### config.mk
export PLATFORM = sky130hd
export DESIGN_NAME = snps_ram
export DESIGN_NICKNAME = d
export VERILOG_FILES = /design/src/hw/rtl/snps_ram.sv
export SDC_FILE = /design/constraint.sdc
export NUM_CORES = 1
export LEC_CHECK = 0
export BUFFER_PORTS_ARGS = -buffer_cell sky130_fd_sc_hd__buf_2
export CELL_PAD_IN_SITES_DETAIL_PLACEMENT = 1
export CELL_PAD_IN_SITES_GLOBAL_PLACEMENT = 1
export CORE_UTILIZATION = 57
export CTS_CLUSTER_DIAMETER = 120
export DETAILED_ROUTE_END_ITERATION = 6
export PLACE_DENSITY = 0.81
export SLEW_MARGIN = 0
export SYNTH_ARGS = -nofsm -noshare
export SYNTH_HDL_FRONTEND = slang
export SYNTH_SLANG_ARGS = --single-unit
### constraint.sdc
create_clock -name clk_i -period 3.77 [get_ports clk_i]
set_input_delay 0.754 -clock clk_i [delete_from_list [all_inputs] [get_ports clk_i]]
set_output_delay 0.754 -clock clk_i [all_outputs]
set_load 0.005 [all_outputs]
### src/hw/rtl/snps_ram.sv
// ----------------------------------------------------------------------------
// snps_ram
// Generic RAM: one write port, one read port, registered read data.
// ----------------------------------------------------------------------------
module snps_ram #(
  parameter int unsigned WIDTH = 8,
  parameter int unsigned DEPTH = 128
) (
  input  logic                     clk_i,
  input  logic                     we_i,
  input  logic [$clog2(DEPTH)-1:0] waddr_i,
  input  logic [WIDTH-1:0]         wdata_i,
  input  logic [$clog2(DEPTH)-1:0] raddr_i,
  output logic [WIDTH-1:0]         rdata_o
);

  logic [WIDTH-1:0] mem [DEPTH];

  always_ff @(posedge clk_i) begin
    if (we_i) begin
      mem[waddr_i] <= wdata_i;
    end
    rdata_o <= mem[raddr_i];
  end

endmodule

==> impl_metrics.json, run 1 <==
{
  "grt_pass1_wl_mm": 152.9,
  "h-tree-depth": 3,
  "power_w": 0.02390,
  "final_layout_size_suffix_gt1_frac": 0.3508,
  "tightestPinTransition_ns": 1.354,
  "crit_arrival_ns": 3.44,
  "fp.dieW_um": 265.8,
  "track_usage": 0.3138,
  "clockPowerShare": 0.416,
  "final.period_utilization": 0.7658,
  "place_area_um2": 41940,
  "slew_headroom": 0.09718,
  "finalSetupTns_ns": 0,
  "startpoint": "raddr_i[0]",
  "top_layer": "met5",
  "cts_tree": "yes",
  "crit_required_ns": 4.32,
  "powerDensity_nw_per_um2": 529.4,
  "synth-simple-area-share": 0.01757,
  "vias_per_cell": 6.849,
  "nNetsFinal": 1847,
  "synthMuxAreaShare": 0.1930,
  "drt_iter0_markers": 2936,
  "end_kind": "flip-flop",
  "min_from": "raddr_i[5]",
  "max_stage_delay_ns": 0.61,
  "syn_area_um2": 39670,
  "r2r_slack_ns": 1.24,
  "drt-met1-wl_mm": 39.32,
  "synth-seq-area-share": 0.7793,
  "clk_pin_slew_ns": 0.07,
  "postLayoutCellArea_um2": 45140,
  "path_cells": "buf_8 > buf_12 > buf_12 > mux4_2 > mux4_2 > mux4_2 > mux2_2",
  "grt_pass1_vias": 20310,
  "switching_share": 0.2161,
  "finClkSkew_ns": 0.02281,
  "ir_drop_uv": 459.8,
  "post-cts-setup-buffers": 0,
  "ys_ff_latch": 1032,
  "yosys_warnings": 0,
  "synth_top_family_by_area": "multiplexers",
  "dieArea_um2": 70650,
  "p_leak_nw": 14.10,
  "cap_violations": 0,
  "synthAdderAreaFrac": 0,
  "intPower_w": 0.01873,
  "root_buffer": "clkbuf_16",
  "drc_errors": 0,
  "antenna_found_initial": 6,
  "cts_resized": 0,
  "ios": 32,
  "port_buffers": 31,
  "seqPwrFrac": 0.531,
  "clockBufferDepth": 3,
  "finalSetupViolCount": 0,
  "synth.net_count": 1659,
  "max_freq_ghz": 0.3464,
  "numClockSinks": 1032,
  "place_congestion": 0.8361,
  "wl_per_cell_um": 37.63,
  "ctsHoldBuffers": 0,
  "cpMostUsedCell": "mux4_2",
  "min_path_cells": 2,
  "ff2ff_path_depth": 4,
  "core_area_um2": 68710,
  "grt_max_degree": 114,
  "p_comb_frac": 0.053,
  "worstReg2RegStart": "mem[69][1]$_DFFE_PP_",
  "chipHeight_um": 265.8,
  "cpLargestDelayFamily": "multiplexers",
  "vias": 19450,
  "grt_overflow": 0,
  "fin_util": 0.6570,
  "hold_violations": 0,
  "syn_area_per_cell_um2": 24.26,
  "crit_type": "in -> reg",
  "net-switching-power_w": 0.005164,
  "rsz0062_at_grt": "no",
  "post-dp-hpwl_mm": 59.98,
  "status": "completed",
  "cpMaxStageDelayCell": "mux4_2",
  "syn_to_final_growth_pct": 13.80,
  "cts_made_buffers": 99,
  "drt-pass1-iter-count": 5,
  "fp-row-count": 96,
  "wl_mm": 106.9,
  "wl_met3_mm": 12.13,
  "synth_xor_area_frac": 0,
  "synth-compound-area-share": 0,
  "min_path_type": "in -> reg",
  "cp-start-kind": "input port",
  "worstPathMaxFanout": 17,
  "wl_met2_mm": 51.79,
  "timing.rr.end": "rdata_o[1]$_DFF_P_",
  "period_minus_slack_ns": 2.887,
  "yosysUniqueCellTypes": 17,
  "start_util": 0.5773,
  "slew_violations": 0,
  "netlist_instances": 1635,
  "final_antenna_net_count": 0,
  "min_to": "rdata_o[0]$_DFF_P_",
  "cp_num_buf_inv": 3,
  "clk_latency_ns": 0.68
}
worst register-to-register path: stages, from the launching register on:
cell	delay [ns]
edfxtp_1	0.40
mux4_2	0.54
mux4_2	0.54
mux4_2	0.61
mux2_2	0.32
layer usage:
metal | vias up | track usage
li1 | 7406 | -
met1 | 10340 | 0.4463
met2 | 1474 | 0.4908
met3 | 231 | 0.06710
met4 | 2 | 0.1115
met5 | - | 0
cells in the mapped netlist, drive strengths merged:
library cell     n  share of area
buf             45         0.0060
clkbuf          44         0.0042
dfxtp            8         0.0040
edfxtp        1024           0.78
mux2             8         0.0023
mux4           336           0.19
nand2           14         0.0013
nand2b           2        0.00032
nand3           12         0.0015
nand4            3        0.00047
nor2           122          0.012
nor2b            7         0.0011
nor3             9         0.0011
or3              1        0.00016
flip-flops by register name, summed over array words and instances (netlist names):
signal,flops
mem,1024
rdata_o,8
worst max-delay path by stage:
| stage | end | slack, ns | depth (start not counted) |
|---|---|---|---|
| after floorplan | rdata_o[0]$_DFF_P_ | 0.51 | 6 |
| after global placement | rdata_o[1]$_DFF_P_ | 0.32 | 7 |
| after detailed placement | rdata_o[4]$_DFF_P_ | 0.29 | 7 |
| after CTS | rdata_o[1]$_DFF_P_ | 0.94 | 7 |
| after global routing | rdata_o[1]$_DFF_P_ | 0.90 | 7 |
| final | rdata_o[1]$_DFF_P_ | 0.88 | 7 |
layout make-up:
| class | instances | area (um^2) |
|---|---|---|
| Clock inverter | 70 | 639.4 |
| Sequential cell | 1032 | 30910 |
| Antenna cell | 5 | 12.51 |
| Multi-Input combinational cell | 514 | 8354 |
| Timing Repair Buffer | 176 | 1511 |
| Clock buffer | 112 | 2547 |
| Fill cell | 5322 | 23570 |
| Tap cell | 931 | 1165 |
metrics by stage:
step                      setup WS [ns]  hold WS, ns  instances
final                            0.8830       0.5153       2840
after global routing             0.8986       0.5319       2835
after CTS                        0.9374       0.4852       2835
after detailed placement         0.2932        1.149       2653
after global placement           0.3221        1.121       2653
after floorplan                  0.5120       0.8529       1635
cells by family (layout without fill, tap and decap cells):
family                 after synthesis  count (layout)
multiplexers                       344             344
flip-flops                        1032            1032
buffers and inverters               89             358
other                                0               5
AND/OR/NAND/NOR                    170             170
power groups by stage:
stage | Combinational [W] | Clock (W) | Sequential, W
floorplan | 0.000641 | 0 | 0.0129
global placement | 0.00116 | 0 | 0.0129
detailed placement | 0.00121 | 0 | 0.0129
CTS | 0.00125 | 0.0100 | 0.0127
global route | 0.00129 | 0.0103 | 0.0127
finish | 0.00126 | 0.00994 | 0.0127
placed cells by master, fill, tap and decap left out, types with 14 or more instances in the layout:
master        n
clkinv_2     23
clkbuf_16   100
mux4_2      336
buf_12       18
buf_4       136
buf_2        20
clkinv_1     22
nor2_1      122
nand2_1      14
edfxtp_1   1024
(Power assumes the default switching activity.)
==> run 2, diff against run 1 <==
ABC_AREA = 1   (was default)
CORE_UTILIZATION = 47   (was 57)
PLACE_DENSITY = 0.78   (was 0.81)
clock period = 2.4 ns   (was 3.77 ns; I/O delays follow)
==> impl_metrics.json, run 2 <==
{
  "status": "finished with violations",
  "violations": "design-rule violations",
  "largest_register_ffs": 1024,
  "place_area_um2": 45180,
  "async_flop_share": 0,
  "syn_area_um2": 42100,
  "drt_iter0_markers": 2991,
  "post-cts-setup-buffers": 0,
  "ys_ff_latch": 1032,
  "chipHeight_um": 301.3,
  "power_w": 0.03817,
  "grt_use_met3": 0.03811,
  "cts_made_buffers": 103,
  "ir_drop_uv": 519.6,
  "synth_area_leaders": "edfxtp_1 73%, nand3_1 11%, nand2_1 11%",
  "regMostFlops": "mem",
  "tightestPinTransition_ns": 0.7862,
  "grt_overflow": 0,
  "track_usage": 0.2838,
  "nNetsFinal": 3765,
  "synth_edf_count": 1024,
  "mostFrequentLayoutCell": "nand2_1",
  "yosys_warnings": 0,
  "yosysUniqueCellTypes": 14,
  "place_congestion": 0.8438,
  "wl_mm": 127.3,
  "clk_latency_ns": 0.66,
  "crit_type": "in -> reg",
  "synth_top_flop_cell": "edfxtp_1",
  "post-dp-hpwl_mm": 79.22,
  "core_area_um2": 88510,
  "clockBufferDepth": 3,
  "worstPathMaxFanout": 27,
  "dieArea_um2": 90780,
  "postLayoutCellArea_um2": 48400,
  "wl_per_cell_um": 25.53,
  "synth_top_area_share": 0.7303,
  "synth.net_count": 3599,
  "drc_errors": 12,
  "hold_violations": 0,
  "syn_to_final_growth_pct": 14.94,
  "crit_required_ns": 3.01,
  "grt_pass1_vias": 31030,
  "synth-seq-area-share": 0.7341,
  "min_path_type": "in -> reg",
  "antenna_found_initial": 2,
  "final.period_utilization": 0.7896,
  "fp-row-count": 109,
  "top_regs": "mem x1024, rdata_o x8",
  "root_buffer": "clkbuf_16",
  "cap_violations": 0,
  "powerDensity_nw_per_um2": 788.6,
  "syn_area_per_cell_um2": 11.78,
  "h-tree-depth": 3,
  "vias_per_cell": 5.863,
  "cts_resized": 0,
  "end_kind": "flip-flop",
  "crit_arrival_ns": 2.50,
  "max_freq_ghz": 0.5277,
  "synth.most_common_cell": "nand2_1",
  "drt-pass1-iter-count": 7,
  "netlist_instances": 3575,
  "vias": 29230,
  "cp-start-kind": "input port",
  "met1_usage": 0.3694,
  "grt_use_met2": 0.4854,
  "yosysTopAreaCell": "edfxtp_1",
  "slew_violations": 0,
  "port_buffers": 31,
  "ios": 32,
  "cts_tree": "yes",
  "finClkSkew_ns": 0.02443,
  "final_cell_mix": "1215 x nand2_1, 1024 x edfxtp_1, 931 x nand3_1",
  "slew_headroom": 0.4759,
  "clk_pin_slew_ns": 0.06,
  "final_layout_size_suffix_gt1_frac": 0.1128,
  "start_util": 0.4757,
  "rsz0062_at_grt": "no",
  "p_leak_nw": 17.52,
  "period_minus_slack_ns": 1.895,
  "numClockSinks": 1032,
  "grt_max_degree": 129,
  "ctsHoldBuffers": 0,
  "synthTopCellsByCount": "1215 x nand2_1, 1024 x edfxtp_1, 931 x nand3_1",
  "finalSetupViolCount": 0,
  "grt_pass1_wl_mm": 191.9,
  "top_usage_layer": "met2",
  "final_antenna_net_count": 0,
  "fp.dieW_um": 301.3,
  "whs_ns": 0.2553
}
run 2: cell count changes in the layout (fill, tap and decap cells not counted), sizes merged, moves of 7 or more:
cell    delta
buf      +115
inv       +19
mux2       -8
mux4     -336
clkbuf    +23
nor2b      -7
nand2   +1201
nand3    +919
nor2      +12
run 2: metrics by stage:
stage / utilization / TNS (ns) / worst slack, ns / instances
after global placement: 0.5104 / -0.01842 / -0.01842 / 4801
after global routing: 0.5467 / 0 / 0.4028 / 4985
after detailed placement: 0.5104 / -0.07801 / -0.03726 / 4801
final: 0.5468 / 0 / 0.5050 / 4986
after CTS: 0.5467 / 0 / 0.5654 / 4985
after floorplan: - / 0 / 0.5642 / 3575
run 2: worst paths after layout:
kind         cells past startpoint            endpoint                  start  slack, ns
min reg2reg                     10  rdata_o[7]$_DFF_P_  mem[100][7]$_DFFE_PP_       0.99
max reg2reg                     10  rdata_o[2]$_DFF_P_    mem[5][2]$_DFFE_PP_       0.68
min                              3  rdata_o[1]$_DFF_P_             raddr_i[6]       0.26
max                             14  rdata_o[1]$_DFF_P_             raddr_i[0]       0.51
run 2: area by class of cell:
type | instances | area (um^2)
fillers | 8976 | 40120
flip-flops and latches | 1032 | 30910
multi-input cells | 2288 | 9763
repair buffers | 292 | 2932
clock buffers | 134 | 2800
well taps | 1165 | 1458
clock inverters | 50 | 414.1
inverters | 24 | 116.4
diodes | 1 | 2.502
run 2: power breakdown:
| part | switching [W] | internal, W | leakage (nW) |
|---|---|---|---|
| Clock | 0.00667 | 0.00891 | 1.57 |
| Sequential | 0.0000469 | 0.0199 | 9.27 |
| Combinational | 0.00191 | 0.000733 | 6.67 |
| Total | 0.00863 | 0.0295 | 17.5 |
run 2: logic make-up after synthesis:
kind of cell  synth area share
buf+inv                0.03400
flops                   0.7341
simple gates            0.2319
run 2: metal layers:
layer  vias up  routed length [um]
met1     14890               50240
met3       258                8942
met5         -                  12
li1      12900                   -
met2      1176               63980
met4         2                4140
run 2: worst max-delay path: stages:
cell and delay (ns):
buf_8 0.14, buf_12 0.21, buf_12 0.21, buf_4 0.24, nand2_1 0.10, nand3_1 0.11, nand3_1 0.12, nand3_1 0.11
nand2_1 0.07, nand2_1 0.06, nand3_1 0.20, nand2_1 0.21, nand2_1 0.12, nand2_1 0.09
